File: config.mk
export PLATFORM = sky130hd
export DESIGN_NAME = ledd_regs
export DESIGN_NICKNAME = d
export VERILOG_FILES = /design/src/rtl/ledd_pkg.sv /design/src/rtl/ledd_regs.sv
export SDC_FILE = /design/constraint.sdc
export NUM_CORES = 1
export LEC_CHECK = 0
export BUFFER_PORTS_ARGS = -buffer_cell sky130_fd_sc_hd__buf_2
export CAP_MARGIN = 10
export CELL_PAD_IN_SITES_DETAIL_PLACEMENT = 2
export CELL_PAD_IN_SITES_GLOBAL_PLACEMENT = 2
export CORE_MARGIN = 1.5
export CORE_UTILIZATION = 23
export DETAILED_ROUTE_END_ITERATION = 12
export PLACE_DENSITY = 0.74
export SLEW_MARGIN = 40
export SYNTH_ARGS = -nofsm -noshare
export SYNTH_HDL_FRONTEND = slang
export SYNTH_SLANG_ARGS = --single-unit
File: constraint.sdc
create_clock -name clk -period 1.2 [get_ports clk]
set_input_delay 0.12 -clock clk [delete_from_list [all_inputs] [get_ports clk]]
set_output_delay 0.12 -clock clk [all_outputs]
set_load 0.02 [all_outputs]
File: src/rtl/ledd_pkg.sv
// shared types and constants for the addressable led serial driver
`default_nettype none

package ledd_pkg;

  // default depth of the pixel store
  localparam int MAX_PIXELS_DEF = 256;

  // field widths
  localparam int PIXEL_COUNT_W = 9;
  localparam int TICKS_W       = 8;
  localparam int LATCH_W       = 16;
  localparam int INDEX_W       = 8;
  localparam int CHAN_W        = 8;
  localparam int WORD_W        = 24;
  localparam int BIT_CNT_W     = 5;

  // last bit of a pixel word, sent msb first
  localparam logic [BIT_CNT_W-1:0] LAST_BIT = BIT_CNT_W'(WORD_W - 1);

  // configuration port
  localparam int PADDR_W = 5;
  localparam int PDATA_W = 32;
  localparam int REG_SEL_W = 3;
  localparam logic [REG_SEL_W-1:0] REG_PIXEL_COUNT     = 3'd0;
  localparam logic [REG_SEL_W-1:0] REG_ONE_HIGH_TICKS  = 3'd1;
  localparam logic [REG_SEL_W-1:0] REG_ZERO_HIGH_TICKS = 3'd2;
  localparam logic [REG_SEL_W-1:0] REG_BIT_PERIOD      = 3'd3;
  localparam logic [REG_SEL_W-1:0] REG_LATCH_TICKS     = 3'd4;

  // register reset values
  localparam logic [PIXEL_COUNT_W-1:0] PIXEL_COUNT_RST = 9'd0;
  localparam logic [TICKS_W-1:0]       ONE_HIGH_RST    = 8'd13;
  localparam logic [TICKS_W-1:0]       ZERO_HIGH_RST   = 8'd6;
  localparam logic [TICKS_W-1:0]       BIT_PERIOD_RST  = 8'd20;
  localparam logic [LATCH_W-1:0]       LATCH_RST       = 16'd800;

  // queue between front and back
  localparam int QUEUE_DEPTH = 2;
  localparam int QPTR_W      = 1;
  localparam int QCNT_W      = 2;

  typedef enum logic [1:0] {
    MODE_IDLE,
    MODE_WAIT,
    MODE_SEND
  } mode_t;

  typedef struct packed {
    logic [PIXEL_COUNT_W-1:0] pixel_count;
    logic [TICKS_W-1:0]       one_high_ticks;
    logic [TICKS_W-1:0]       zero_high_ticks;
    logic [TICKS_W-1:0]       bit_period_ticks;
    logic [LATCH_W-1:0]       latch_ticks;
  } cfg_t;

  // one classified tick as it travels through the queue
  typedef struct packed {
    logic               wr;
    logic [INDEX_W-1:0] index;
    logic [WORD_W-1:0]  grb;
    logic               start;
  } item_t;

endpackage

`default_nettype wire

File: src/rtl/ledd_regs.sv
// configuration register file behind the apb-style port
`default_nettype none

module ledd_regs (
  input  logic                         clk,
  input  logic                         rst,
  input  logic                         psel,
  input  logic                         penable,
  input  logic                         pwrite,
  input  logic [ledd_pkg::PADDR_W-1:0] paddr,
  input  logic [ledd_pkg::PDATA_W-1:0] pwdata,
  output logic [ledd_pkg::PDATA_W-1:0] prdata,
  output logic                         pready,
  output ledd_pkg::cfg_t               cfg
);
  import ledd_pkg::*;

  logic                 wr_en;
  logic [REG_SEL_W-1:0] sel;

  assign pready = 1'b1;
  assign wr_en  = psel && penable && pwrite;
  assign sel    = paddr[PADDR_W-1:2];

  // register writes
  always_ff @(posedge clk) begin
    if (rst) begin
      cfg.pixel_count      <= PIXEL_COUNT_RST;
      cfg.one_high_ticks   <= ONE_HIGH_RST;
      cfg.zero_high_ticks  <= ZERO_HIGH_RST;
      cfg.bit_period_ticks <= BIT_PERIOD_RST;
      cfg.latch_ticks      <= LATCH_RST;
    end else if (wr_en) begin
      case (sel)
        REG_PIXEL_COUNT:     cfg.pixel_count      <= pwdata[PIXEL_COUNT_W-1:0];
        REG_ONE_HIGH_TICKS:  cfg.one_high_ticks   <= pwdata[TICKS_W-1:0];
        REG_ZERO_HIGH_TICKS: cfg.zero_high_ticks  <= pwdata[TICKS_W-1:0];
        REG_BIT_PERIOD:      cfg.bit_period_ticks <= pwdata[TICKS_W-1:0];
        REG_LATCH_TICKS:     cfg.latch_ticks      <= pwdata[LATCH_W-1:0];
        default: ;
      endcase
    end
  end

  // readback
  always_comb begin
    case (sel)
      REG_PIXEL_COUNT:     prdata = PDATA_W'(cfg.pixel_count);
      REG_ONE_HIGH_TICKS:  prdata = PDATA_W'(cfg.one_high_ticks);
      REG_ZERO_HIGH_TICKS: prdata = PDATA_W'(cfg.zero_high_ticks);
      REG_BIT_PERIOD:      prdata = PDATA_W'(cfg.bit_period_ticks);
      REG_LATCH_TICKS:     prdata = PDATA_W'(cfg.latch_ticks);
      default:             prdata = '0;
    endcase
  end

endmodule

`default_nettype wire

After elaboration in Yosys (flattened, before gate mapping) --
Cells that the tools add are included.
Storage, ports and cells: bits in read-only memories 0, bits in registers 49, input port bits 42, memories 0, RAM bits 0, latch bits 0
Cells by class: reduce and logical (&&, ||, !) cells 8, mux-type cells 1, bitwise logic cells 0, eq/ne operators 4, add/sub/neg operators 0, divide/modulo/power cells 0, multiply operators 0, magnitude comparators 0, shift-type cells 0
Operators with widths (count):
- $pmux W16 S5 | 1
- $reduce_and A2 Y1 | 5
- $eq A3 B2 Y1 const B | 2
- $eq A3 B1 Y1 const B | 1
- $eq A3 B3 Y1 const B | 1
- $logic_not A3 Y1 | 1
- $logic_and A1 B1 Y1 | 2

Depth between registers and ports, before layout --
Gate-level depths: netlist of the first run.
depth in word-level cells 3, depth in mapped cells 5, gate-level depth less buffers 3

Least setup slack after synthesis of the first run --
Ideal clock, no wire load.
path type input to output, start point input paddr[4] in the netlist's numbering, end point output prdata[10] in the netlist's numbering, path buffers 2, cell stages on the path 4, arrival 1.095 ns, required time 1.080 ns, path slack -0.015 ns, cell sequence buf_2 > nor3b_2 > buf_1 > and2_1
On the way: word-level cells in the longest chain between the ends 2, elaborated cells on any way between the ends 6, classes of those cells eq/ne (4); mux (1); reduce/logical (1)
Ends and longest elaborated chain:
- start: declaration | RTL line ledd_regs.sv:10 | input logic [ledd_pkg::PADDR_W-1:0] paddr,
- $eq A3 B3 Y1 (tied with other cells) | RTL line ledd_regs.sv:47 | case (sel)
- $pmux W16 S5 (*) | RTL line ledd_regs.sv:47
- end: declaration | RTL line ledd_regs.sv:12 | output logic [ledd_pkg::PDATA_W-1:0] prdata,
Every way passes the cells marked *; elsewhere a longest branch is shown, timed or not.

Worst setup path after layout of the first run --
start point register cfg[34] in the netlist's numbering, end point output prdata[2] in the netlist's numbering
On the way: word-level cells in the longest chain between the ends 1
Ends and longest elaborated chain:
- start: declaration | RTL line ledd_regs.sv:14 | output ledd_pkg::cfg_t cfg
- $pmux W16 S5 | RTL line ledd_regs.sv:47
Every way passes these cells.

==> out/qor.csv, run 1 <==
metric,value,unit
outcome,"finished, violations left",
violations,setup timing,
cpMaxStageDelayCell,dfxtp_2,
overflow,0,
min_path_cells,3,
fp.dieW,108.4,um
first_global_vias,2639,
total_leakage_power,1.802,nW
synth-edff-count,0,
p_per_area,871.3,nW/um^2
synth.cell_area,2556,um^2
drt_iter0_drc,43,
syn_inst,278,
worstPathArrival,1.32,ns
critPathBufInv,1,
hp-start,pwdata[10],
fin_skew,0,ns
io_buffers,88,
antenna_found_initial,0,
area.growth.synth_to_final,44.74,%
fmax,692.8,MHz
crit_path_end_kind,output port,
setup-violations-final,8,
remaining_drc_errors,0,
path_delay_family,flip-flops,
synth_compound_area_frac,0.09447,
muxShareOfSynthArea,0.2080,
yosysWarnings,0,
layout.nets,445,
fin_crit_sh,1.203,
synth_top_family_by_area,simple AND/OR/NAND/NOR gates,
diodes,0,
r2r_slack,0.26,ns
yosys.area_share.simple,0.2222,
largest_reg_flops,49,
fill_cells,1221,
synthXorXnorAreaFrac,0,
grt_pass1_wl,14330,um
cp_max_fo,2,
critPathRequiredTime,1.08,ns
post_drt_via_cell_ratio,4.507,
htree_levels,2,
top_register,cfg,
track_usage,0.1631,
die_h,108.4,um
hold_class,in2reg,
reg_top3,cfg: 49 flops,
syn_area_per_cell,9.195,um^2
synth-seq-cells,49,
cts_tree,built,
finalCriticalPeriod,1.444,ns
grt_max_degree,40,
rows,38,
cts.clk_slew.worst_paths,0.11,ns
first_pass_iters,4,
critPathMaxStageDelay,0.34,ns
worstSetupPathDepth,4,
synth-main-ff-cell,dfxtp_1,
worst_hold_path.endpoint,cfg[10],
die-area,11750,um^2
place_hpwl,6886,um
yosysSeqAreaShare,0.3837,
vdd_ir_drop_max,0.0004142,V
gp_congestion,0.7356,
cp-start-kind,register,
placed_cells,514,
core_area,10840,um^2
path_class,reg2out,
synth_cell_types,30,
rsz0062_at_grt,true,
clk_path_buf_depth,2,
cts-root-buf,clkbuf_8,
drive_gt1_frac,0.4629,
setup_slack,-0.2435,ns
reg2regPathDepth,4,
numCtsBuffers,5,
wl_per_cell,17.35,um
drv_cap,0,
clk_latency,0.32,ns
pin_count,124,
antenna_left,0,
async_reset_ff_frac,0,
fin_cells,544,
preCtsSetupSlack,-0.1171,ns
hold_violations,0,
r2r-end,cfg[30],
drt-total-wl,9437,um
vias,2452,
final_max_slew_viol_count,0,
critical_path.cell_chain,mux2_2 > a22oi_2 > o21ai_1 > buf_4,
cts.sinks,49,
initial_utilization,0.2358,
worstSetupStartpoint,cfg[34],
r2r_start,cfg[30],
synthAdderAreaFrac,0,
cell usage after synthesis, types with 2 or more instances:
master / count / share of area
a21oi_1: 13 / 0.025
nor3b_2: 2 / 0.0098
conb_1: 2 / 0.0029
dfxtp_1: 49 / 0.38
mux2i_1: 52 / 0.20
nand2b_1: 42 / 0.10
o21ai_0: 13 / 0.025
nand2_1: 2 / 0.0029
buf_2: 4 / 0.0078
o22ai_1: 7 / 0.017
and2_1: 7 / 0.017
nor2_1: 20 / 0.029
nor3_1: 2 / 0.0039
a21o_1: 7 / 0.021
clkbuf_1: 9 / 0.013
nand3_1: 13 / 0.025
buf_4: 21 / 0.062
kinds of logic (layout without fill, tap and decap cells):
| family | after synthesis | in the layout |
|---|---|---|
| other cells | 2 | 17 |
| simple gates | 96 | 96 |
| buf+inv | 36 | 147 |
| flops | 49 | 49 |
| compound gates | 42 | 42 |
| mux | 53 | 53 |
power breakdown:
part           total (mW)  internal, mW  switching [mW]
combinational       0.503         0.209           0.294
sequential           1.65          1.64         0.00917
clock                1.07         0.416           0.658
total                3.22          2.26           0.961
placed cells by master, fill, tap and decap left out, types with 2 or more instances in the layout:
cell type,instances
o21ai_0,12
clkinv_4,2
and2_1,7
mux2i_4,2
nor2_1,20
buf_2,73
buf_12,6
nand2_1,2
nand2b_1,42
nor3_1,2
a21oi_1,13
nand3_1,13
dfxtp_1,21
dfxtp_2,28
a21o_1,7
mux2i_1,49
conb_1,17
buf_4,52
clkbuf_8,5
buf_6,8
o22ai_1,6
tightest hold or removal path, delay by kind of cell:
family                 cells  cell delay [ns]
multiplexers               1             0.06
buffers and inverters      1             0.10
AND/OR/NAND/NOR            1             0.06
layout make-up:
class                           count  area, um^2  share of cell area
Multi-Input combinational cell    208        1451              0.3923
Sequential cell                    49        1016              0.2746
Timing Repair Buffer              139       965.9              0.2611
Tap cell                          140       175.2             0.04735
Clock buffer                        5       68.82             0.01860
Clock inverter                      3       22.52            0.006087
per-stage QoR:
step                area [um^2]  TNS, ns  hold WS (ns)    util  total power [mW]
detailed placement         3301   -1.802        0.3924  0.3045             2.153
global placement           3301  -0.8842        0.3755  0.3045             2.142
floorplan                  2619        0        0.2677       -             1.994
finish                     3700   -1.390       0.04477  0.3413             3.224
global route               3700   -2.242       0.05600  0.3413             3.358
CTS                        3664   -1.507       0.04392  0.3380             3.253
routing by layer:
layer | GRT usage | vias to the layer above | wire (um)
met5 | 0 | - | 0
met4 | 0.04699 | 0 | 138
met3 | 0.03556 | 11 | 440
met2 | 0.2920 | 73 | 4821
met1 | 0.1940 | 1199 | 4037
li1 | - | 1169 | -
what timing repair did:
action | in CTS | in global routing
buffers inserted | 21 | 1
gates resized for setup | 50 | 9
pin swaps | 6 | 3
setup endpoints to repair | 16 | 16
hold buffers | 0 | 0
worst max-delay path by stage:
stage | endpoint | slack, ns
5_1_grt | prdata[2] | -0.30
2_1_floorplan | prdata[10] | 0.02
4_1_cts | prdata[2] | -0.24
6_report | prdata[2] | -0.24
3_5_place_dp | prdata[3] | -0.12
3_3_place_gp | prdata[3] | -0.11
(Power assumes the default switching activity.)
==> inputs of run 2 (changes only) <==
Settings changed: ABC_CLOCK_PERIOD_IN_PS from default to 1200, PLACE_DENSITY 0.74 to default, PLACE_DENSITY_LB_ADDON from default to 0.1.
==> run 2 against run 1 <==
The flow still finishes with violations (setup timing). Maximum frequency is 1.8% higher. Sequential power is essentially flat. Flip-flop and latch count unchanged. Critical path type unchanged. Routed wire length up 0.49%.
==> out/qor.csv, run 2 (same netlist as run 1, synthesis figures left out) <==
metric,value,unit,change
hold_class,in2reg,,
tns,-1.217,ns,+0.1735 ns
wl_met2,4752,um,-1.4%
htree_levels,2,,unchanged
critPathRequiredTime,1.08,ns,about the same
preCtsSetupSlack,-0.1500,ns,-0.03284 ns
gp_congestion,0.7179,,-2.4%
vias,2434,,-0.73%
placed_area,3328,um^2,+0.83%
first_pass_iters,4,,unchanged
cp_max_fo,3,,+1
track_usage,0.1608,,-0.002236
clk_latency,0.30,ns,-0.02 ns
r2r_start,cfg[31],,
outcome,"finished, violations left",,
reg2regPathDepth,4,,unchanged
postLayoutCellArea,3756,um^2,+1.5%
wl_met3,366,um,-17%
first_global_vias,2538,,-3.8%
grt_max_degree,43,,+7.5%
diodes,0,,unchanged
rsz0062_at_grt,true,,
cts-root-buf,clkbuf_8,,
r2r-end,cfg[31],,
fmax,705.0,MHz,+1.8%
drt_iter0_drc,52,,+21%
vdd_ir_drop_max,0.0004226,V,+2.0%
violations,setup timing,,
hold_buffers,0,,unchanged
place_hpwl,7024,um,+2.0%
finalPower,3.442,mW,+6.8%
top_layer,met4,,
final_common_cell,buf_2,,
grt_pass1_wl,14170,um,-1.2%
fp.dieW,108.4,um,unchanged
numCtsBuffers,5,,unchanged
r2r_slack,0.37,ns,+0.11 ns
clk_path_buf_depth,2,,unchanged
top_register,cfg,,
rows,38,,unchanged
setup_slack,-0.2185,ns,+0.02498 ns
core_area,10840,um^2,unchanged
die_h,108.4,um,unchanged
total_leakage_power,1.822,nW,+1.1%
pin_count,124,,unchanged
worstSetupStartpoint,cfg[34],,
die-area,11750,um^2,unchanged
min_path_cells,3,,unchanged
layout_common_cells,"buf_2 (71), buf_4 (55), mux2i_1 (48)",,
post_drt_via_cell_ratio,4.458,,-1.1%
antenna_found_initial,0,,unchanged
overflow,0,,unchanged
cp-start-kind,register,,
antenna_left,0,,unchanged
cts_tree,built,,
wl_per_cell,17.37,um,+0.12%
worstSetupEndpoint,prdata[2],,
drv_cap,0,,unchanged
hold_violations,0,,unchanged
area.growth.synth_to_final,46.94,%,
reg_top3,cfg: 49 flops,,
drt-total-wl,9483,um,+0.49%
largest_reg_flops,49,,unchanged
setup-violations-final,16,,+8
cts.sinks,49,,unchanged
crit_path_end_kind,output port,,
fin_crit_sh,1.182,,-0.02082
path_class,reg2out,,
final_max_slew_viol_count,0,,unchanged
fin_skew,0,ns,unchanged
worstPathArrival,1.30,ns,-0.02 ns
io_buffers,88,,unchanged
drt-met1-wl,4311,um,+6.8%
remaining_drc_errors,0,,unchanged
p_per_area,916.4,nW/um^2,+5.2%
finalCriticalPeriod,1.419,ns,-0.02498 ns
cts.clk_slew.worst_paths,0.10,ns,about the same
initial_utilization,0.2358,,unchanged
drive_gt1_frac,0.4631,,about the same
layout.nets,447,,+0.45%
## run 2: final cells by class
class	count	area (um^2)
fillers	1265	7084
multi-input cells	208	1471
flip-flops and latches	49	1017
repair buffers	141	975.9
well taps	140	175.2
clock buffers	7	86.33
clock inverters	1	30.03
## run 2: metrics by stage
step,hold WS [ns],utilization,cells
6_report,0.06555,0.3465,546
2_1_floorplan,0.2677,-,293
3_3_place_gp,0.3770,0.3070,521
5_1_grt,0.06003,0.3465,546
4_1_cts,0.06090,0.3391,545
3_5_place_dp,0.3922,0.3070,521
## run 2: timing repair
action,4_1_cts,5_1_grt
pin swaps,6,3
endpoints found under the setup margin,16,16
gates resized for setup,50,20
setup buffers,15,1
cloned,1,0
## run 2: metal layers
metal,track usage,vias up
li1,-,1179
met1,0.2048,1190
met2,0.2853,60
met5,0,-
met4,0.03665,0
met3,0.02291,5
## run 2: worst min path at each step
stage / from / to / slack [ns]
after global placement: pwdata[9] / cfg[9] / 0.38
after detailed placement: pwdata[9] / cfg[9] / 0.39
after global routing: pwdata[14] / cfg[14] / 0.06
after floorplan: pwdata[0] / cfg[16] / 0.27
final: pwdata[14] / cfg[14] / 0.07
after CTS: pwdata[14] / cfg[14] / 0.06
## run 2: power by group
group	internal [mW]	switching, mW
sequential	1.63	0.0102
combinational	0.220	0.297
clock	0.682	0.601
total	2.53	0.908
## run 2: worst max-delay path, cell delays in order, from the launching register on
cell,delay [ns]
dfxtp_2,0.34
mux2_2,0.27
a22oi_2,0.14
o21ai_1,0.09
buf_2,0.16
