===== config.mk =====
export PLATFORM = sky130hd
export DESIGN_NAME = ledd_front
export DESIGN_NICKNAME = d
export VERILOG_FILES = /design/src/rtl/ledd_pkg.sv /design/src/rtl/ledd_front.sv
export SDC_FILE = /design/constraint.sdc
export NUM_CORES = 1
export LEC_CHECK = 0
export BUFFER_PORTS_ARGS = -buffer_cell sky130_fd_sc_hd__buf_2
export CAP_MARGIN = 20
export CORE_MARGIN = 2
export CORE_UTILIZATION = 29
export DETAILED_ROUTE_END_ITERATION = 10
export SLEW_MARGIN = 20
export SYNTH_ARGS = -nofsm -noshare
export SYNTH_HDL_FRONTEND = slang
export SYNTH_SLANG_ARGS = --single-unit

===== constraint.sdc =====
create_clock -name clk -period 5.03 [get_ports clk]
set_clock_uncertainty 0.05 [all_clocks]
set_input_delay 0.7545 -clock clk [delete_from_list [all_inputs] [get_ports clk]]
set_output_delay 0.7545 -clock clk [all_outputs]
set_load 0.02 [all_outputs]

===== src/rtl/ledd_pkg.sv =====
// shared types and constants for the addressable led serial driver
`default_nettype none

package ledd_pkg;

  // default depth of the pixel store
  localparam int MAX_PIXELS_DEF = 256;

  // field widths
  localparam int PIXEL_COUNT_W = 9;
  localparam int TICKS_W       = 8;
  localparam int LATCH_W       = 16;
  localparam int INDEX_W       = 8;
  localparam int CHAN_W        = 8;
  localparam int WORD_W        = 24;
  localparam int BIT_CNT_W     = 5;

  // last bit of a pixel word, sent msb first
  localparam logic [BIT_CNT_W-1:0] LAST_BIT = BIT_CNT_W'(WORD_W - 1);

  // configuration port
  localparam int PADDR_W = 5;
  localparam int PDATA_W = 32;
  localparam int REG_SEL_W = 3;
  localparam logic [REG_SEL_W-1:0] REG_PIXEL_COUNT     = 3'd0;
  localparam logic [REG_SEL_W-1:0] REG_ONE_HIGH_TICKS  = 3'd1;
  localparam logic [REG_SEL_W-1:0] REG_ZERO_HIGH_TICKS = 3'd2;
  localparam logic [REG_SEL_W-1:0] REG_BIT_PERIOD      = 3'd3;
  localparam logic [REG_SEL_W-1:0] REG_LATCH_TICKS     = 3'd4;

  // register reset values
  localparam logic [PIXEL_COUNT_W-1:0] PIXEL_COUNT_RST = 9'd0;
  localparam logic [TICKS_W-1:0]       ONE_HIGH_RST    = 8'd13;
  localparam logic [TICKS_W-1:0]       ZERO_HIGH_RST   = 8'd6;
  localparam logic [TICKS_W-1:0]       BIT_PERIOD_RST  = 8'd20;
  localparam logic [LATCH_W-1:0]       LATCH_RST       = 16'd800;

  // queue between front and back
  localparam int QUEUE_DEPTH = 2;
  localparam int QPTR_W      = 1;
  localparam int QCNT_W      = 2;

  typedef enum logic [1:0] {
    MODE_IDLE,
    MODE_WAIT,
    MODE_SEND
  } mode_t;

  typedef struct packed {
    logic [PIXEL_COUNT_W-1:0] pixel_count;
    logic [TICKS_W-1:0]       one_high_ticks;
    logic [TICKS_W-1:0]       zero_high_ticks;
    logic [TICKS_W-1:0]       bit_period_ticks;
    logic [LATCH_W-1:0]       latch_ticks;
  } cfg_t;

  // one classified tick as it travels through the queue
  typedef struct packed {
    logic               wr;
    logic [INDEX_W-1:0] index;
    logic [WORD_W-1:0]  grb;
    logic               start;
  } item_t;

endpackage

`default_nettype wire


===== src/rtl/ledd_front.sv =====
// input side: accepts tick beats, packs the colour and queues them
`default_nettype none

module ledd_front (
  input  logic                         clk,
  input  logic                         rst,
  input  logic                         hold,
  input  logic                         in_valid,
  output logic                         in_stall,
  input  logic                         write_pixel,
  input  logic [ledd_pkg::INDEX_W-1:0] pixel_index,
  input  logic [ledd_pkg::CHAN_W-1:0]  red,
  input  logic [ledd_pkg::CHAN_W-1:0]  green,
  input  logic [ledd_pkg::CHAN_W-1:0]  blue,
  input  logic                         start_frame,
  output logic                         q_valid,
  output ledd_pkg::item_t              q_item,
  input  logic                         q_pop
);
  import ledd_pkg::*;

  item_t             entries [QUEUE_DEPTH];
  logic [QPTR_W-1:0] wptr;
  logic [QPTR_W-1:0] rptr;
  logic [QCNT_W-1:0] fill;
  logic              push;
  item_t             packed_item;

  // stall while the queue is full or the store is being cleared
  assign in_stall = (fill == QCNT_W'(QUEUE_DEPTH)) || hold;
  assign push     = in_valid && !in_stall;
  assign q_valid  = (fill != '0);
  assign q_item   = entries[rptr];

  // classify the beat: colour goes to grb order
  always_comb begin
    packed_item.wr    = write_pixel;
    packed_item.index = pixel_index;
    packed_item.grb   = {green, red, blue};
    packed_item.start = start_frame;
  end

  // queue payload
  always_ff @(posedge clk) begin
    if (push) begin
      entries[wptr] <= packed_item;
    end
  end

  // queue pointers and fill
  always_ff @(posedge clk) begin
    if (rst) begin
      wptr <= '0;
      rptr <= '0;
      fill <= '0;
    end else begin
      if (push) begin
        wptr <= wptr + 1'b1;
      end
      if (q_pop) begin
        rptr <= rptr + 1'b1;
      end
      case ({push, q_pop})
        2'b10:   fill <= fill + 1'b1;
        2'b01:   fill <= fill - 1'b1;
        default: fill <= fill;
      endcase
    end
  end

endmodule

`default_nettype wire


# Yosys cells after proc, flatten, opt, wreduce, memory -nomap -nowiden
# Memory sizes are Yosys's and may differ from the RTL's. A register that Yosys moved wholly into a read port is not among the register bits.
# Index checks and enable logic that the tools add are counted.
# W data, S select, Z words.
[word_totals] reg_bits=4 out_inout_bits=36 mem_count=1 mem_bits_rw=68 wordCells=21
[classes] n_eq_ne=3 muxes=5 n_addsub=4 n_reduce_logical=5
[mem_list] name="entries" depth=2 word_bits=34 read_ports=1 rd_ports_with_merged_regs=1 write_ports=1 line="ledd_front.sv:22" text="item_t entries [QUEUE_DEPTH];"
[ops] op="$eq A2 B2 Y1 const B" count=2
[ops] op="$mux W1" count=4
[ops] op="$pmux W2 S2" count=1
[ops] op="$reduce_bool A2 Y1" count=2
[ops] op="$add A1 B1 Y1 const B" count=2
[ops] op="$add A2 B1 Y2 const B" count=1
[ops] op="$eq A2 B1 Y1 const B" count=1
[ops] op="$sub A2 B1 Y2 const B" count=1
[ops] op="$logic_and A1 B1 Y1" count=1
[ops] op="$logic_not A1 Y1" count=1
[ops] op="$logic_or A1 B1 Y1" count=1

# Longest topological paths before layout
# Gate-level depths: netlist (run 1).
[depth] ltp_word=6 mapped_depth=6 ltp_nobuf=6

# Worst setup path before layout (run 1)
# OpenSTA, ideal clock, no wires.
[synth_timing] path_kind="input port to flip-flop" start="input port hold" end="memory entries[0][0] (netlist name) (enable)" n_path_buf=0 path_slack_ns=2.131 arrival_time_ns=2.424 t_required_ns=4.555 path_stages=2 path_cell_list="nand3b_1 > nor2_1"
[synth_via] elab_chain_len=5
[synth_lines] element="start: declaration" line="ledd_front.sv:7" text="input logic hold,"
[synth_lines] element="$logic_or A1 B1 Y1" line="ledd_front.sv:30" text="assign in_stall = (fill == QCNT_W'(QUEUE_DEPTH)) || hold;"
[synth_lines] element="$logic_not A1 Y1" line="ledd_front.sv:31" text="assign push = in_valid && !in_stall;"
[synth_lines] element="$logic_and A1 B1 Y1" line="ledd_front.sv:31"
[synth_lines] element="$mux W1" line="ledd_front.sv:45" text="if (push) begin"
[synth_lines] element="$mux W1 (not written as such)" line="ledd_front.sv:46" text="entries[wptr] <= packed_item;"
[synth_lines] element="end: declaration" line="ledd_front.sv:22"
# Every way passes these cells.

==> results of run 1 <==
through the flow:
| step | worst slack, ns | hold slack (ns) | instances | instance area [um2] |
|---|---|---|---|---|
| 6_report | 2.432 | 0.4547 | 329 | 3420 |
| 3_5_place_dp | 2.530 | 0.4449 | 312 | 3174 |
| 5_1_grt | 2.288 | 0.5066 | 329 | 3420 |
| 2_1_floorplan | 2.131 | 0.4108 | 131 | 2669 |
| 3_3_place_gp | 2.551 | 0.4360 | 312 | 3174 |
| 4_1_cts | 2.339 | 0.4546 | 328 | 3392 |
cells by family after synthesis:
kind of cell               synth area share
and+or+nand+nor                     0.02251
AOI/OAI and AO/OA                  0.003747
buffers and inverters              0.008907
muxes                                0.1477
xor gates and xnor gates           0.009847
adders and majority gates          0.004687
DFF                                  0.8026
cell usage after synthesis:
cell / count / area share
xor2_1: 1 / 0.0033
o21ai_0: 1 / 0.0019
nor2_1: 7 / 0.0098
nand3b_1: 1 / 0.0028
edfxtp_1: 68 / 0.77
buf_2: 4 / 0.0075
mux2_2: 35 / 0.15
inv_1: 1 / 0.0014
xnor2_1: 2 / 0.0066
or2_2: 1 / 0.0023
or2b_1: 1 / 0.0028
ha_1: 1 / 0.0047
a21oi_1: 1 / 0.0019
nand2b_1: 1 / 0.0023
dfxtp_1: 5 / 0.038
or3_1: 1 / 0.0023
worst max-delay path, stage by stage, from the launching register on:
cell and delay [ns]:
dfxtp_2 0.86, mux2_2 0.42, buf_2 0.16
path summary, 6_finish.rpt:
path / from / to / slack (ns) / depth (start not counted)
max: flip-flop / q_item[22] / 2.43 / 2
min: fill[1] / fill[1] / 0.45 / 2
max reg2reg: fill[0] / entries[1][16] / 2.98 / 3
min reg2reg: fill[1] / fill[1] / 0.45 / 2
final cells by class:
type / instances / area (um2) / area share
Clock buffer: 9 / 123.9 / 0.03622
Sequential cell: 73 / 2143 / 0.6268
Tap cell: 111 / 138.9 / 0.04061
Clock inverter: 7 / 93.84 / 0.02744
Inverter: 1 / 3.754 / 0.001098
Timing Repair Buffer: 75 / 397.9 / 0.1164
Multi-Input combinational cell: 53 / 518.0 / 0.1515
per-layer routing:
metal / up-vias / routed length [um] / track usage
li1: 667 / - / -
met1: 676 / 1753 / 0.1064
met2: 43 / 2087 / 0.1398
met3: 10 / 354 / 0.03691
met4: 0 / 97 / 0.05058
met5: - / 0 / 0
power by group:
group | switching, W | total [W] | internal, W | leakage (nW)
Clock | 0.000208 | 0.000487 | 0.000279 | 0.107
Combinational | 0.0000864 | 0.000159 | 0.0000723 | 0.485
Sequential | 0.0000191 | 0.000717 | 0.000698 | 0.665
flip-flops by register name, summed over array words and instances, names as in the netlist, named ones only:
name and cells:
wptr 1, rptr 1, fill 2, entries 68
==> impl_metrics.py, run 1 <==
metrics = {
    "run_status": {
        "outcome": "finished, final reports clean",
    },
    "clock_tree": {
        "clock_path_buffers": 2,
        "insertion_delay_ns": 0.33,
        "cts_hold_buffers": 0,
        "cts_resized": 0,
        "numCtsBuffers": 9,
        "cts-root-buf": "clkbuf_8",
        "clk_pin_slew_worst_paths_ns": 0.08,
        "cts.sinks": 73,
        "cts_max_level": 3,
        "post_cts_buffers": 0,
        "cts_tree": "yes",
    },
    "placement": {
        "io_buffer_count": 74,
        "hpwl_um": 2727,
        "place.gp.congestion": 0.6236,
    },
    "detailed_routing": {
        "drcViolationCount": 0,
        "viasPerCell": 4.243,
        "ant_nets": 0,
        "dr.first_iter.drc_count": 45,
        "drt-total-wl_um": 4292,
        "vias": 1396,
        "wl_per_cell_um": 13.05,
        "first_pass_iters": 3,
    },
    "floorplan": {
        "initial_core_util": 0.2944,
        "die_width_um": 99.93,
        "io_pins": 75,
        "die_height_um": 99.93,
        "num_rows": 35,
        "die_area_mm2": 0.009986,
        "core_mm2": 0.009065,
    },
    "critical_path": {
        "cp_max_fo": 34,
        "arrival_ns": 1.79,
        "crit_path_end_kind": "primary output",
        "startpoint_type": "flip-flop",
        "criticalPathCategory": "flip-flop to primary output",
        "crit_required_ns": 4.23,
    },
    "finish": {
        "area_growth_pct": 28.13,
        "layout_common_cells": "buf_2 (74), edfxtp_1 (68), mux2_2 (35)",
        "diodes": 0,
        "fin_util": 0.3772,
        "fillCellCount": 869,
        "layout_commonest_cell": "buf_2",
        "final_nets": 253,
        "drive_above_1_share": 0.5917,
    },
    "synth": {
        "synth_nets": 171,
        "yosysUniqueCellTypes": 16,
        "synthCells": 131,
        "ys_seq_area_frac": 0.8026,
        "synth.avg_cell_area_um2": 20.37,
        "synth_warnings": 0,
        "netlist_area_mm2": 0.002669,
        "ys_ff_latch": 73,
    },
    "grt": {
        "grt_start_max_net_pins": 35,
        "antenna_found_initial": 0,
        "grt_pass1_wl_um": 6713,
        "grt_pass1_vias": 1378,
        "grt_usage": 0.09012,
        "grt.overflow.total": 0,
    },
    "sta": {
        "tightest_slew_ns": 1.001,
        "setup_violations": 0,
        "period_share": 0.5166,
        "max-slew-margin-rel": 0.3312,
        "rsz0062_at_grt": "no",
        "fmaxAchievable_ghz": 0.3848,
        "hold_violations": 0,
        "final_max_slew_viol_count": 0,
        "min_period_ns": 2.598,
        "finalSetupTns_ns": 0,
    },
    "job": {
        "cap_violations": 0,
    },
    "power_and_ir_drop": {
        "vdd_ir_drop_max_mv": 0.1396,
        "p_total_w": 0.001363,
        "powerDensity_mw_per_mm2": 398.5,
        "p_leak_nw": 1.257,
    },
    "min_path": {
        "hold_path_class": "flip-flop to flip-flop",
    },
}
No activity file was read; power rests on OpenSTA's default activity.
==> run 2, diff against run 1 <==
ABC_AREA = 1   (was not set)
clock period = 2.2 ns   (was 5.03 ns; I/O delays follow)
==> run 2 against run 1 <==
  * Sequential power rose by 120%
  * Setup slack worse by 2.1 ns
  * Hold slack got worse by 0.32 ns
  * Cell area increased by 5.6%
  * Critical path type unchanged
  * Largest power group unchanged
==> impl_metrics.py, run 2 <==
metrics = {
    "run_status": {
        "outcome": "finished, final reports clean",
    },
    "clock_tree": {
        "cts_tree": "yes",
        "clock_path_buffers": 2,
        "cts_max_level": 3,
        "post_cts_buffers": 0,
        "clk_pin_slew_worst_paths_ns": 0.07,
        "numCtsBuffers": 9,
        "cts_resized": 0,
        "cts_hold_buffers": 0,
        "cts.sinks": 73,
        "insertion_delay_ns": 0.33,
        "cts-root-buf": "clkbuf_8",
    },
    "detailed_routing": {
        "wl_per_cell_um": 13.14,
        "viasPerCell": 4.024,
        "drcViolationCount": 0,
        "vias": 1481,
        "ant_nets": 0,
        "first_pass_iters": 3,
        "drt-total-wl_um": 4837,
        "dr.first_iter.drc_count": 18,
    },
    "sta": {
        "whs_ns": 0.1304,
        "setup_slack_ns": 0.2962,
        "rsz0062_at_grt": "no",
        "finalSetupTns_ns": 0,
        "tightest_slew_ns": 0.3607,
        "setup_violations": 0,
        "final_max_slew_viol_count": 0,
        "max-slew-margin-rel": 0.7595,
        "fmaxAchievable_ghz": 0.5253,
        "min_period_ns": 1.904,
        "hold_violations": 0,
        "period_share": 0.8653,
    },
    "floorplan": {
        "initial_core_util": 0.2952,
        "io_pins": 75,
        "core_mm2": 0.009684,
        "die_area_mm2": 0.01067,
        "num_rows": 36,
        "die_height_um": 103.3,
        "die_width_um": 103.3,
    },
    "synth": {
        "yosys.area.top_type": "edfxtp_1",
        "ys_ff_latch": 73,
        "yosysUniqueCellTypes": 16,
        "synth_nets": 183,
        "async_flop_share": 0,
        "synth.avg_cell_area_um2": 19.99,
        "synth_warnings": 0,
        "synth-main-ff-cell": "edfxtp_1",
        "yosysMostFrequentCell": "edfxtp_1",
        "synth.top_cell.area_share": 0.7142,
        "ys_seq_area_frac": 0.7492,
        "synth.area.top_cells": "edfxtp_1 (71%), mux2_4 (16%), dfxtp_1 (3.5%), buf_12 (2.1%), mux2_2 (1.6%)",
        "netlist_area_mm2": 0.002859,
        "synth_edf_count": 68,
        "synth_common_cells": "edfxtp_1 (68), mux2_4 (30), inv_1 (8), nand2_1 (8), nor2_1 (8)",
        "synthCells": 143,
    },
    "critical_path": {
        "crit_path_end_kind": "primary output",
        "cp_max_fo": 19,
        "crit_required_ns": 1.82,
        "r2r_cells": 9,
        "reg2reg_to": "fill[1]",
        "criticalPathCategory": "flip-flop to primary output",
        "cp_slowest_cell": "mux2_2",
        "startpoint_type": "flip-flop",
        "crit_chain": "buf_4 > mux2_2 > buf_2",
        "r2r_setup_slack_ns": 0.70,
        "arrival_ns": 1.52,
        "reg2reg_from": "fill[0]",
        "cpPeakStageDelay_ns": 0.38,
    },
    "min_path": {
        "worstHoldEndpoint": "rptr",
        "hold_depth": 2,
        "hold_path_class": "input pin to flip-flop",
        "hp-start": "rst",
    },
    "finish": {
        "fillCellCount": 935,
        "drive_above_1_share": 0.5617,
        "diodes": 0,
        "layout_common_cells": "buf_2 (74), edfxtp_1 (68), mux2_4 (30)",
        "top_register": "entries",
        "layout_commonest_cell": "buf_2",
        "reg_top3": "entries: 68 flops, fill: 2 flops",
        "fin_util": 0.3730,
        "area_growth_pct": 26.35,
        "largest_reg_flops": 68,
        "final_nets": 270,
    },
    "power_and_ir_drop": {
        "vdd_ir_drop_max_mv": 0.4172,
        "p_leak_nw": 1.443,
        "powerDensity_mw_per_mm2": 890.9,
    },
    "grt": {
        "antenna_found_initial": 1,
        "grt_start_max_net_pins": 20,
        "grt.overflow.total": 0,
        "grt_pass1_vias": 1504,
        "grt_pass1_wl_um": 7169,
        "grt_usage": 0.09499,
    },
    "placement": {
        "hpwl_um": 3343,
        "place_ws_ns": 0.6211,
        "io_buffer_count": 74,
        "place.gp.congestion": 0.6922,
    },
    "job": {
        "cap_violations": 0,
    },
}
==> run 2: cell count changes after synthesis, sizes merged <==
| cell | change |
|---|---|
| inv | +7 |
| mux2 | -1 |
| nand2 | +8 |
| nand2b | -1 |
| nand3 | +1 |
| nand3b | -1 |
| nand4 | +2 |
| nor2 | +1 |
| or2b | -1 |
| or3 | -1 |
| xnor2 | -1 |
| xor2 | -1 |
==> run 2: report_power, final <==
| part | internal, W | switching [W] |
|---|---|---|
| Combinational | 0.000183 | 0.000221 |
| Clock | 0.000748 | 0.000464 |
| Sequential | 0.00158 | 0.0000187 |
==> run 2: critical path: cells and delay by family, from the launching register on <==
| kind | cells | cell delay [ns] |
|---|---|---|
| DFF | 1 | 0.33 |
| buffers and inverters | 2 | 0.49 |
| muxes | 1 | 0.38 |
==> run 2: cell type report <==
class / instances / area (um2) / area share
timing repair buffer: 80 / 415.4 / 0.1150
clock inverter: 6 / 106.4 / 0.02944
inverter: 8 / 30.03 / 0.008313
tap: 133 / 166.4 / 0.04607
multi-input combinational: 58 / 623.1 / 0.1725
clock buffer: 10 / 127.6 / 0.03533
sequential: 73 / 2143 / 0.5934
==> run 2: how the worst max path moves through the flow <==
stage / endpoint / startpoint / slack, ns
after detailed placement: q_item[28] / flip-flop / 0.62
final: q_item[28] / flip-flop / 0.30
after floorplan: entries[0][0] / fill[0] / 0.25
after CTS: q_item[28] / flip-flop / 0.23
after global routing: q_item[21] / flip-flop / 0.22
after global placement: q_item[21] / flip-flop / 0.64
==> run 2: per-layer routing <==
| metal | track usage | up-vias | wire (um) |
|---|---|---|---|
| met2 | 0.1713 | 44 | 2569 |
| met5 | 0 | - | 16 |
| li1 | - | 707 | - |
| met3 | 0.03965 | 12 | 289 |
| met1 | 0.09158 | 716 | 1856 |
| met4 | 0.05162 | 2 | 106 |
==> run 2: logic make-up after synthesis <==
group / after synthesis / synth area share
DFF: 73 / 0.7492
and+or+nand+nor: 20 / 0.03107
muxes: 34 / 0.1733
adders and majority gates: 1 / 0.004376
buffers and inverters: 12 / 0.03545
xor gates and xnor gates: 1 / 0.003064
AOI/OAI and AO/OA: 2 / 0.003498
==> run 2: through the flow <==
| step | power (W) | cells | area [um2] |
|---|---|---|---|
| after CTS | 0.003275 | 368 | 3612 |
| final | 0.003218 | 368 | 3612 |
| after detailed placement | 0.002049 | 352 | 3378 |
| after global placement | 0.002037 | 352 | 3378 |
| after global routing | 0.003362 | 368 | 3612 |
| after floorplan | 0.001927 | 143 | 2861 |
