<file path="config.mk">
export PLATFORM = sky130hd
export DESIGN_NAME = ledd_engine
export DESIGN_NICKNAME = d
export VERILOG_FILES = /design/src/rtl/ledd_pkg.sv /design/src/rtl/ledd_engine.sv
export SDC_FILE = /design/constraint.sdc
export NUM_CORES = 1
export LEC_CHECK = 0
export BUFFER_PORTS_ARGS = -buffer_cell sky130_fd_sc_hd__buf_4
export CORE_UTILIZATION = 25
export CTS_BUF_LIST = sky130_fd_sc_hd__clkbuf_4 sky130_fd_sc_hd__clkbuf_8
export CTS_CLUSTER_DIAMETER = 120
export DETAILED_ROUTE_END_ITERATION = 7
export HOLD_SLACK_MARGIN = 0.05
export SETUP_SLACK_MARGIN = 0.05
export SYNTH_ARGS = -nofsm -noshare
export SYNTH_HDL_FRONTEND = slang
export SYNTH_SLANG_ARGS = --single-unit
</file>
<file path="constraint.sdc">
create_clock -name clk -period 3.6 [get_ports clk]
set_clock_uncertainty 0.1 [all_clocks]
set_input_delay 0 -clock clk [delete_from_list [all_inputs] [get_ports clk]]
set_output_delay 0 -clock clk [all_outputs]
set_load 0.1 [all_outputs]
</file>
<file path="src/rtl/ledd_pkg.sv">
// shared types and constants for the addressable led serial driver
`default_nettype none

package ledd_pkg;

  // default depth of the pixel store
  localparam int MAX_PIXELS_DEF = 256;

  // field widths
  localparam int PIXEL_COUNT_W = 9;
  localparam int TICKS_W       = 8;
  localparam int LATCH_W       = 16;
  localparam int INDEX_W       = 8;
  localparam int CHAN_W        = 8;
  localparam int WORD_W        = 24;
  localparam int BIT_CNT_W     = 5;

  // last bit of a pixel word, sent msb first
  localparam logic [BIT_CNT_W-1:0] LAST_BIT = BIT_CNT_W'(WORD_W - 1);

  // configuration port
  localparam int PADDR_W = 5;
  localparam int PDATA_W = 32;
  localparam int REG_SEL_W = 3;
  localparam logic [REG_SEL_W-1:0] REG_PIXEL_COUNT     = 3'd0;
  localparam logic [REG_SEL_W-1:0] REG_ONE_HIGH_TICKS  = 3'd1;
  localparam logic [REG_SEL_W-1:0] REG_ZERO_HIGH_TICKS = 3'd2;
  localparam logic [REG_SEL_W-1:0] REG_BIT_PERIOD      = 3'd3;
  localparam logic [REG_SEL_W-1:0] REG_LATCH_TICKS     = 3'd4;

  // register reset values
  localparam logic [PIXEL_COUNT_W-1:0] PIXEL_COUNT_RST = 9'd0;
  localparam logic [TICKS_W-1:0]       ONE_HIGH_RST    = 8'd13;
  localparam logic [TICKS_W-1:0]       ZERO_HIGH_RST   = 8'd6;
  localparam logic [TICKS_W-1:0]       BIT_PERIOD_RST  = 8'd20;
  localparam logic [LATCH_W-1:0]       LATCH_RST       = 16'd800;

  // queue between front and back
  localparam int QUEUE_DEPTH = 2;
  localparam int QPTR_W      = 1;
  localparam int QCNT_W      = 2;

  typedef enum logic [1:0] {
    MODE_IDLE,
    MODE_WAIT,
    MODE_SEND
  } mode_t;

  typedef struct packed {
    logic [PIXEL_COUNT_W-1:0] pixel_count;
    logic [TICKS_W-1:0]       one_high_ticks;
    logic [TICKS_W-1:0]       zero_high_ticks;
    logic [TICKS_W-1:0]       bit_period_ticks;
    logic [LATCH_W-1:0]       latch_ticks;
  } cfg_t;

  // one classified tick as it travels through the queue
  typedef struct packed {
    logic               wr;
    logic [INDEX_W-1:0] index;
    logic [WORD_W-1:0]  grb;
    logic               start;
  } item_t;

endpackage

`default_nettype wire

</file>
<file path="src/rtl/ledd_engine.sv">
// back side: runs one waveform tick per queued beat and holds the result
`default_nettype none

module ledd_engine #(
  parameter int MAX_PIXELS = ledd_pkg::MAX_PIXELS_DEF,
  localparam int AW = (MAX_PIXELS > 1) ? $clog2(MAX_PIXELS) : 1
) (
  input  logic                        clk,
  input  logic                        rst,
  input  ledd_pkg::cfg_t              cfg,
  input  logic                        q_valid,
  input  ledd_pkg::item_t             q_item,
  output logic                        q_pop,
  output logic                        mem_we,
  output logic [AW-1:0]               mem_waddr,
  output logic [ledd_pkg::WORD_W-1:0] mem_wdata,
  output logic                        mem_re,
  output logic [AW-1:0]               mem_raddr,
  input  logic [ledd_pkg::WORD_W-1:0] mem_rdata,
  output logic                        out_valid,
  input  logic                        out_stall,
  output logic                        serial_out,
  output logic                        busy_res,
  output logic                        frame_done,
  output logic                        write_ignored
);
  import ledd_pkg::*;

  localparam int CW = $clog2(MAX_PIXELS + 1);
  localparam int XW = (CW > PIXEL_COUNT_W) ? CW : PIXEL_COUNT_W;

  mode_t                mode;
  mode_t                mode_next;
  logic [WORD_W-1:0]    shift_word;
  logic                 use_rd;
  logic [BIT_CNT_W-1:0] bit_counter;
  logic [CW-1:0]        pixel_counter;
  logic [TICKS_W-1:0]   phase_counter;
  logic [LATCH_W-1:0]   gap_counter;

  logic                 tick;
  logic [XW-1:0]        count_x;
  logic [XW-1:0]        cap_x;
  logic [XW-1:0]        lim_x;
  logic [CW-1:0]        ecount;
  logic                 in_range;
  logic                 busy;
  logic [WORD_W-1:0]    cur_word;
  logic [TICKS_W-1:0]   high_ticks;
  logic                 line;
  logic [TICKS_W:0]     phase_inc;
  logic                 phase_wrap;
  logic                 last_bit;
  logic [CW-1:0]        pc_inc;
  logic                 frame_end;
  logic                 go;
  logic [LATCH_W-1:0]   gap_dec;

  // a tick runs when a beat is queued and the output register frees up
  assign tick  = q_valid && (!out_valid || !out_stall);
  assign q_pop = tick;

  // effective count and tick datapath
  always_comb begin
    count_x    = XW'(cfg.pixel_count);
    cap_x      = XW'(MAX_PIXELS);
    lim_x      = (count_x > cap_x) ? cap_x : count_x;
    ecount     = CW'(lim_x);
    in_range   = XW'(q_item.index) < lim_x;
    busy       = (mode != MODE_IDLE);
    cur_word   = use_rd ? mem_rdata : shift_word;
    high_ticks = cur_word[WORD_W-1] ? cfg.one_high_ticks : cfg.zero_high_ticks;
    line       = (mode == MODE_SEND) && (phase_counter < high_ticks);
    phase_inc  = {1'b0, phase_counter} + 1'b1;
    phase_wrap = phase_inc >= {1'b0, cfg.bit_period_ticks};
    last_bit   = bit_counter >= LAST_BIT;
    pc_inc     = pixel_counter + 1'b1;
    frame_end  = (mode == MODE_SEND) && phase_wrap && last_bit && (pc_inc >= ecount);
    go         = (mode == MODE_WAIT) || (q_item.start && (ecount != '0));
    gap_dec    = (gap_counter != '0) ? gap_counter - 1'b1 : gap_counter;
  end

  // store ports: writes only when idle, read ahead the next pixel while sending
  always_comb begin
    mem_we    = tick && q_item.wr && !busy && in_range;
    mem_waddr = AW'(q_item.index);
    mem_wdata = q_item.grb;
    mem_re    = tick;
    mem_raddr = (mode == MODE_SEND) ? AW'(pc_inc) : '0;
  end

  // next mode
  always_comb begin
    mode_next = mode;
    case (mode)
      MODE_IDLE, MODE_WAIT: begin
        if (tick && go) begin
          mode_next = (gap_dec == '0) ? MODE_SEND : MODE_WAIT;
        end
      end
      MODE_SEND: begin
        if (tick && frame_end) begin
          mode_next = MODE_IDLE;
        end
      end
      default: mode_next = MODE_IDLE;
    endcase
  end

  // mode register
  always_ff @(posedge clk) begin
    if (rst) begin
      mode <= MODE_IDLE;
    end else begin
      mode <= mode_next;
    end
  end

  // counters and shift word
  always_ff @(posedge clk) begin
    if (rst) begin
      shift_word    <= '0;
      use_rd        <= 1'b0;
      bit_counter   <= '0;
      pixel_counter <= '0;
      phase_counter <= '0;
      gap_counter   <= '0;
    end else if (tick) begin
      if (mode == MODE_SEND) begin
        if (phase_wrap) begin
          phase_counter <= '0;
          if (last_bit) begin
            bit_counter <= '0;
            if (frame_end) begin
              gap_counter   <= cfg.latch_ticks;
              shift_word    <= '0;
              pixel_counter <= '0;
              use_rd        <= 1'b0;
            end else begin
              // next pixel arrives on the read port
              pixel_counter <= pc_inc;
              use_rd        <= 1'b1;
            end
          end else begin
            bit_counter <= bit_counter + 1'b1;
            shift_word  <= {cur_word[WORD_W-2:0], 1'b0};
            use_rd      <= 1'b0;
          end
        end else begin
          phase_counter <= phase_inc[TICKS_W-1:0];
          shift_word    <= cur_word;
          use_rd        <= 1'b0;
        end
      end else begin
        gap_counter <= gap_dec;
        if (go && (gap_dec == '0)) begin
          pixel_counter <= '0;
          bit_counter   <= '0;
          phase_counter <= '0;
          use_rd        <= 1'b1;
        end
      end
    end
  end

  // output register
  always_ff @(posedge clk) begin
    if (rst) begin
      out_valid <= 1'b0;
    end else if (tick) begin
      out_valid <= 1'b1;
    end else if (!out_stall) begin
      out_valid <= 1'b0;
    end
  end

  always_ff @(posedge clk) begin
    if (tick) begin
      serial_out    <= line;
      busy_res      <= busy;
      frame_done    <= frame_end;
      write_ignored <= q_item.wr && (busy || !in_range);
    end
  end

endmodule

`default_nettype wire
</file>
# --- Word-level counts from Yosys, hierarchy flattened ---
# Cells that the tools add are included.
# Widths: inputs -> output; s select.
classes:
  add_sub_neg: 4
  n_lt_le_gt_ge: 6
  n_eq_ne: 9
  n_mux: 35
  reduce_logical: 33
op_table:
  columns: ["operator", "count"]
  rows:
  - ["$mux 24", 4]
  - ["$mux 16", 5]
  - ["$mux 9", 6]
  - ["$mux 8", 5]
  - ["$mux 5", 4]
  - ["$logic_not 16->1", 1]
  - ["$reduce_bool 16->1", 1]
  - ["$sub 16x1->16 const B", 1]
  - ["$logic_and 1x1->1", 13]
  - ["$add 8x1->9 const B", 1]
  - ["$add 9x1->9 const B", 1]
  - ["$ge 9x8->1", 1]
  - ["$ge 9x9->1", 1]
  - ["$gt 9x9->1 const B", 1]
  - ["$lt 8x9->1", 1]
  - ["$reduce_bool 9->1", 1]
  - ["$lt 8x8->1", 1]
  - ["$ne 2x2->1 const B", 4]
  - ["$reduce_and 4->1", 2]
  - ["$mux 1", 7]
  - ["$mux 2", 3]
  - ["$reduce_and 3->1", 2]
  - ["$add 5x1->5 const B", 1]
  - ["$ge 5x5->1 const B", 1]
  - ["11 further kinds", 19]
word_totals:
  regBits: 70

# --- Depth between registers and ports, before layout ---
# Gate-level depths: netlist of run 1.
depth:
  word_depth: 9
  ltp_mapped: 15
  mapped_depth_nobuf: 14

# --- Worst setup path before layout of run 1 ---
# OpenSTA, ideal clock, no wires.
synth_path:
  path_kind: "register to register"
  startpoint: "register out_valid"
  endpoint: "register pixel_counter[8]"
  arrival_time_ns: 4.705
  required_ns: 3.435
  setup_slack_ns: -1.270
  path_stages_with_launch: 8
  path_buffers: 0
  cell_sequence: "dfxtp_1 > a21boi_1 > o21ai_0 > a2111oi_4 > nand4_4 > a21oi_4 > mux2_1 > nor2_1"
synth_via:
  elab_chain_len: 4
synth_lines:
  columns: ["item", "line_no", "rtl"]
  rows:
  - ["start, declared", "ledd_engine.sv:20", "output logic out_valid,"]
  - ["start signal, assigned", "ledd_engine.sv:169", "out_valid <= 1'b0;"]
  - ["start signal, assigned", "ledd_engine.sv:171", "out_valid <= 1'b1;"]
  - ["start signal, assigned", "ledd_engine.sv:173", "out_valid <= 1'b0;"]
  - ["$logic_not 1->1", "ledd_engine.sv:60", "assign tick = q_valid && (!out_valid || !out_stall);"]
  - ["$logic_or 1x1->1", "ledd_engine.sv:60", null]
  - ["$logic_and 1x1->1", "ledd_engine.sv:60", null]
  - ["net mem_re", "ledd_engine.sv:17", "output logic mem_re,"]
  - ["$reduce_and 4->1 (no line)", null, null]
  - ["end signal, assigned", "ledd_engine.sv:141", "pixel_counter <= pc_inc;"]
  - ["end, declared", "ledd_engine.sv:37", "logic [CW-1:0] pixel_counter;"]
# The timed path passes the listed nets, and every way through them passes these cells.
# A chain may end at the register's enable or synchronous reset.

# --- Worst setup path after layout of run 1 ---
layout_path:
  startpoint: "register pixel_counter[1]"
  endpoint: "register shift_word[0]"
layout_via:
  elab_chain_len: 5
layout_lines:
  columns: ["item", "line_no", "rtl"]
  rows:
  - ["$add 9x1->9", "ledd_engine.sv:77", "pc_inc = pixel_counter + 1'b1;"]
  - ["$ge 9x9->1", "ledd_engine.sv:78", "frame_end = (mode == MODE_SEND) && phase_wrap && last_bit && (pc_inc >= ecount);"]
  - ["$logic_and 1x1->1", "ledd_engine.sv:78", null]
  - ["$ne 3x2->1 (no line)", null, null]
  - ["$reduce_and 3->1 (no line)", null, null]
  - ["end signal, assigned", "ledd_engine.sv:146", "shift_word <= {cur_word[WORD_W-2:0], 1'b0};"]
  - ["end signal, assigned", "ledd_engine.sv:151", "shift_word <= cur_word;"]
  - ["end, declared", "ledd_engine.sv:34", "logic [WORD_W-1:0] shift_word;"]
# Every way passes these cells.

==> impl_metrics.tcl, run 1 <==
set metrics [dict create \
    status "finished, final reports clean" \
    max-slew-margin-rel_pct 33.9 \
    synth_compound_area_share_pct 27.6 \
    startpoint_type "flip-flop" \
    grt_pass1_vias 5201 \
    drtAntennaViolNets 0 \
    synth_xor_xnor_area_share_pct 2.35 \
    yosys_warnings 0 \
    synthFlopType "dfxtp_1" \
    drtPass1Iterations 5 \
    coreArea_um2 20400 \
    cp.arrival_ns 3.58 \
    io_buffers 110 \
    via_per_inst 5.00 \
    drcViolationCount 0 \
    clockBufferDepth 2 \
    ir_drop_v 0.000326 \
    synth.area.mux_share_pct 3.69 \
    h-tree-depth 3 \
    fin_crit_sh_pct 93.9 \
    hold_viol 0 \
    antenna_found_initial 0 \
    avgRoutedWirePerCell_um 14.3 \
    syn_to_final_growth_pct 39.0 \
    syn_area_per_cell_um2 7.87 \
    io_pins 159 \
    whs_endpoint "shift_word[2]$_SDFFE_PP0P_" \
    n_antenna_cell 0 \
    setup.worst_path.end_class "flip-flop" \
    crit_required_ns 3.80 \
    rsz0062_at_grt "no" \
    fmax_ghz 0.296 \
    cts_tree "done" \
    power_density_nw_per_um2 517 \
    first_iter_violations 288 \
    ys_ff_latch 70 \
    drive_gt1_share_pct 22.4 \
    utilization_pct 35.6 \
    drv_cap 0 \
    grt_max_degree 58 \
    nFillCells 2097 \
    grt_pass1_wl_mm 25.7 \
    totalPowerFinal_mw 3.75 \
    grt_use_total_pct 14.7 \
    rrSetupSlack_ns 0.22 \
    synth-simple-area-share_pct 21.2 \
    fp.dieH_um 146 \
    grt_overflow 0 \
    vias 5457 \
    die-area_um2 21400 \
    clock-root-buffer "clkbuf_8" \
    criticalPathCategory "reg -> reg" \
    slew_viol_final 0 \
    dp_hpwl_mm 10.7 \
    synth-edff-count 4 \
    synthAdderAreaFrac_pct 8.40 \
    r2r-start "pixel_counter[1]$_SDFFE_PP0P_" \
    finalSetupViolCount 0 \
    yosysSeqAreaShare_pct 27.6 \
    clock_sinks 70 \
    rows 52 \
    numCtsBuffers 9 \
    place_congestion 0.833 \
    worstPathMaxFanout 21 \
    reg2reg_depth 15 \
    nNetsFinal 962 \
    setup_tns_ns 0 \
    syn_area_um2 5220 \
    period_needed_ns 3.38 \
    post-cts-setup-buffers 0 \
    cts.reportedPaths.clkPinSlew_ns 0.09 \
    start_util_pct 25.6 \
    min_path_cells 5 \
    hp-start "mem_rdata[2]" \
    ys_types 64 \
    synth_top_family_by_area "compound AO/OA/AOI/OAI gates" \
    tightest_slew_ns 0.989 \
    synthArstFlopShare_pct 0 \
    r2r_end "shift_word[0]$_SDFFE_PP0P_" \
    synthesis.nets 809 \
    synth_cells 663 \
    clock_latency_ns 0.38 \
    drt_wl_total_mm 15.6 \
    leakagePower_nw 3.00 \
    fp.dieW_um 146 \
    min_path_type "in -> reg" \
]
[synthesized netlist by cell type (all sizes together) (8+ instances only)]
cell type	instances	area [µm²]
nand2	72	270
dfxtp	66	1320
nor2	59	221
a21oi	54	282
buf	35	259
ha	35	438
clkbuf	34	128
a211oi	33	248
o21ai	33	165
inv	23	86.3
a221oi	21	184
mux2i	17	170
nand3	17	85.1
nor3	16	80.1
a32o	9	90.1
a21o	8	60.1
nand4	8	65.1
o21a	8	60.1
o31ai	8	65.1
xnor2	8	70.1
[metrics by stage]
| step | setup WS, ns | cells | cell area [µm²] | hold WS, ns |
|---|---|---|---|---|
| after global placement | 0.0355 | 1007 | 6270 | -0.0993 |
| after CTS | 0.0895 | 1091 | 7220 | 0.0603 |
| final | 0.218 | 1091 | 7250 | 0.0796 |
| after global routing | 0.0440 | 1091 | 7250 | 0.133 |
| after detailed placement | -0.104 | 1007 | 6270 | -0.0993 |
| after floorplan | 0.143 | 663 | 5230 | 0.0174 |
[cell families after synthesis]
family                   count (synthesis)
AO/OA/AOI/OAI                          206
XOR/XNOR                                14
adder cells (fa/ha/maj)                 35
buffers and inverters                   93
flip-flops                              70
multiplexers                            19
AND/OR/NAND/NOR                        226
[state kept, by name, summed over array words and instances, names as in the netlist]
register       flops
shift_word        24
pixel_counter      9
out_valid          1
write_ignored      1
use_rd             1
phase_counter      8
frame_done         1
serial_out         1
gap_counter       16
bit_counter        5
busy_res           1
mode               2
[per-layer routing]
metal / GRT usage [%] / part of all wire [%]
met3: 2.53 / 4.4
met4: 4.11 / 1.1
met1: 19.2 / 46
met2: 24.6 / 48
met5: 0 / 0
[report_power, final]
part / switching, mW / total (mW) / internal, mW / leakage (nW)
clock: 0.337 / 0.885 / 0.548 / 0.132
combinational: 1.11 / 1.91 / 0.803 / 2.29
sequential: 0.0962 / 0.953 / 0.856 / 0.575
[final cells by class]
type                       instances  area [µm²]  area share, %
timing repair buffer             211        1760           24.3
tap                              270         338           4.66
inverter                          24        90.1           1.24
clock buffer                      10         138           1.90
sequential                        70        1440           19.9
clock inverter                     6         133           1.83
multi-input combinational        500        3350           46.2
[cell usage in the layout, fill, tap and decap left out, types with 15 or more instances in the layout]
| cell | n |
|---|---|
| nand2_1 | 71 |
| a211oi_1 | 33 |
| nand3_1 | 16 |
| ha_1 | 35 |
| nor3_1 | 15 |
| dfxtp_1 | 65 |
| dlygate4sd3_1 | 68 |
| a21oi_1 | 52 |
| buf_4 | 142 |
| mux2i_1 | 17 |
| a221oi_1 | 21 |
| nor2_1 | 58 |
| inv_1 | 23 |
| o21ai_0 | 29 |
[timing repair]
action                                 CTS  global route
pin swaps                                0             1
resized for setup                        1             8
endpoints found under the hold margin   71             0
hold buffers                            68             0
setup endpoints to repair               10            47
[how the worst max path moves through the flow]
stage / start / end / cells after the start
after floorplan: out_valid$_SDFFE_PP0P_ / pixel_counter[8]$_SDFFE_PP0P_ / 7
after global placement: phase_counter[0]$_SDFFE_PP0P_ / gap_counter[5]$_SDFFE_PP0P_ / 12
after detailed placement: phase_counter[0]$_SDFFE_PP0P_ / gap_counter[5]$_SDFFE_PP0P_ / 12
after CTS: pixel_counter[1]$_SDFFE_PP0P_ / gap_counter[14]$_SDFFE_PP0P_ / 16
after global routing: pixel_counter[1]$_SDFFE_PP0P_ / gap_counter[14]$_SDFFE_PP0P_ / 16
final: pixel_counter[1]$_SDFFE_PP0P_ / shift_word[0]$_SDFFE_PP0P_ / 15
[critical path, cell delays in order, from the launching register on]
cell      delay [ns]
dfxtp_2         0.36
ha_1            0.16
and3_1          0.20
and3_4          0.22
nand3_1         0.09
xnor2_1         0.16
ha_1            0.19
or4_1           0.52
a21oi_1         0.20
o211ai_1        0.14
nand3_2         0.16
a31o_2          0.25
a21oi_1         0.06
buf_4           0.22
nand2b_1        0.16
a21oi_1         0.11
(Power assumes the default switching activity.)
==> run 2, diff against run 1 <==
==> constraint.sdc (replaced) <==
create_clock -name clk -period 3.6 [get_ports clk]
set_clock_uncertainty 0.1 [all_clocks]
set_input_delay 0.36 -clock clk [delete_from_list [all_inputs] [get_ports clk]]
set_output_delay 0.36 -clock clk [all_outputs]
set_load 0.1 [all_outputs]
==> impl_metrics.tcl, run 2 (synthesis results as in run 1) <==
set metrics [dict create \
    antenna_found_initial 0 \
    drt_wl_total_mm 14.8 \
    min_path_type "in -> reg" \
    finalSetupViolCount 0 \
    numCtsBuffers 9 \
    drtAntennaViolNets 0 \
    drcViolationCount 0 \
    instances_no_fill 1020 \
    cp_slowest_cell "or4_4" \
    crit_required_ns 3.72 \
    dp_hpwl_mm 10.7 \
    largest_reg_flops 24 \
    holdWs_ns 0.0745 \
    grt_overflow 0 \
    clock_sinks 70 \
    drv_cap 0 \
    dp_cells 1004 \
    top_regs "shift_word: 24 flops, gap_counter: 16 flops, pixel_counter: 9 flops" \
    rsz0062_at_grt "no" \
    die-area_um2 21400 \
    start_util_pct 25.6 \
    grt_pass1_wl_mm 24.6 \
    first_iter_violations 347 \
    slew_viol_final 0 \
    nFillCells 2181 \
    clock-root-buffer "clkbuf_8" \
    nNetsFinal 891 \
    via_per_inst 5.07 \
    setup_tns_ns 0 \
    final_cell_mix "136 x buf_4, 71 x nand2_1, 65 x dfxtp_1" \
    hold_buffers 0 \
    fp.dieW_um 146 \
    status "finished, final reports clean" \
    startpoint "gap_counter[7]$_SDFFE_PP0P_" \
    vias 5167 \
    max_flop_register "shift_word" \
    coreArea_um2 20400 \
    n_antenna_cell 0 \
    ir_drop_v 0.000271 \
    fin_crit_sh_pct 94.1 \
    r2r-start "gap_counter[7]$_SDFFE_PP0P_" \
    max-slew-margin-rel_pct 49.1 \
    drive_gt1_share_pct 24.7 \
    place_congestion 0.884 \
    cts_tree "done" \
    slowest_delay_ns 0.60 \
    h-tree-depth 3 \
    clockBufferDepth 2 \
    cp.arrival_ns 3.51 \
    drtPass1Iterations 5 \
    post-cts-setup-buffers 0 \
    path_cells "or4_4, o31a_1, or4b_4, a2111oi_4, nand4_4, a21oi_4, buf_12, mux2i_1, nor2_1" \
    criticalPathCategory "reg -> reg" \
    tightest_slew_ns 0.763 \
    syn_to_final_growth_pct 24.9 \
    clock_latency_ns 0.37 \
    io_buffers 110 \
    rows 52 \
    hp-start "rst" \
    grt_use_total_pct 14.2 \
    setup.worst_path.end_class "flip-flop" \
    period_needed_ns 3.39 \
    worstPathMaxFanout 8 \
    grt_pass1_vias 4871 \
    power_density_nw_per_um2 510 \
    grt_max_degree 64 \
    leakagePower_nw 2.67 \
    cts.reportedPaths.clkPinSlew_ns 0.08 \
    fp.dieH_um 146 \
    fmax_ghz 0.295 \
    hold_viol 0 \
    avgRoutedWirePerCell_um 14.5 \
    startpoint_type "flip-flop" \
    final_common_cell "buf_4" \
    io_pins 159 \
]
## run 2: metal layers
layer | track usage (%) | routed length [µm]
met5 | 0 | 0
met4 | 3.54 | 155
met2 | 23.5 | 6830
met3 | 3.91 | 1010
met1 | 18.1 | 6820
## run 2: timing repair
item,CTS,global route
resized for setup,0,8
endpoints found under the hold margin,0,0
setup endpoints to repair,0,56
## run 2: layout make-up
| type | instances | area (µm²) | share of cell area [%] |
|---|---|---|---|
| timing repair buffer | 140 | 1100 | 16.9 |
| clock buffer | 9 | 124 | 1.90 |
| tap | 270 | 338 | 5.19 |
| sequential | 70 | 1440 | 22.2 |
| clock inverter | 7 | 65.1 | 0.999 |
| multi-input combinational | 500 | 3350 | 51.5 |
| inverter | 24 | 90.1 | 1.38 |
## run 2: final timing paths
kind / cells after the start / slack (ns) / to
hold reg to reg: 2 / 0.37 / shift_word[1]$_SDFFE_PP0P_
hold / removal: 2 / 0.07 / out_valid$_SDFFE_PP0P_
setup / recovery: 9 / 0.21 / pixel_counter[0]$_SDFFE_PP0P_
setup reg to reg: 9 / 0.21 / pixel_counter[0]$_SDFFE_PP0P_
## run 2: worst max-delay path: cells and delay by family, from the launching register on
family | cells | cell delay, ns
AND/OR/NAND/NOR | 4 | 1.39
AO/OA/AOI/OAI | 3 | 1.03
flip-flops | 1 | 0.38
multiplexers | 1 | 0.18
buffers and inverters | 1 | 0.15
## run 2: stage by stage
step	setup slack, ns	power [mW]	cell area (µm²)	util [%]
after floorplan	0.143	2.23	5230	-
after global placement	0.133	2.67	6300	30.9
after detailed placement	0.138	2.67	6300	30.9
after CTS	0.132	3.33	6490	31.9
after global routing	0.0583	3.58	6510	32.0
final	0.212	3.32	6510	32.0
## run 2: power by group
part	total (mW)	internal [mW]	switching, mW
sequential	0.948	0.856	0.0912
combinational	1.73	0.748	0.979
clock	0.646	0.315	0.331
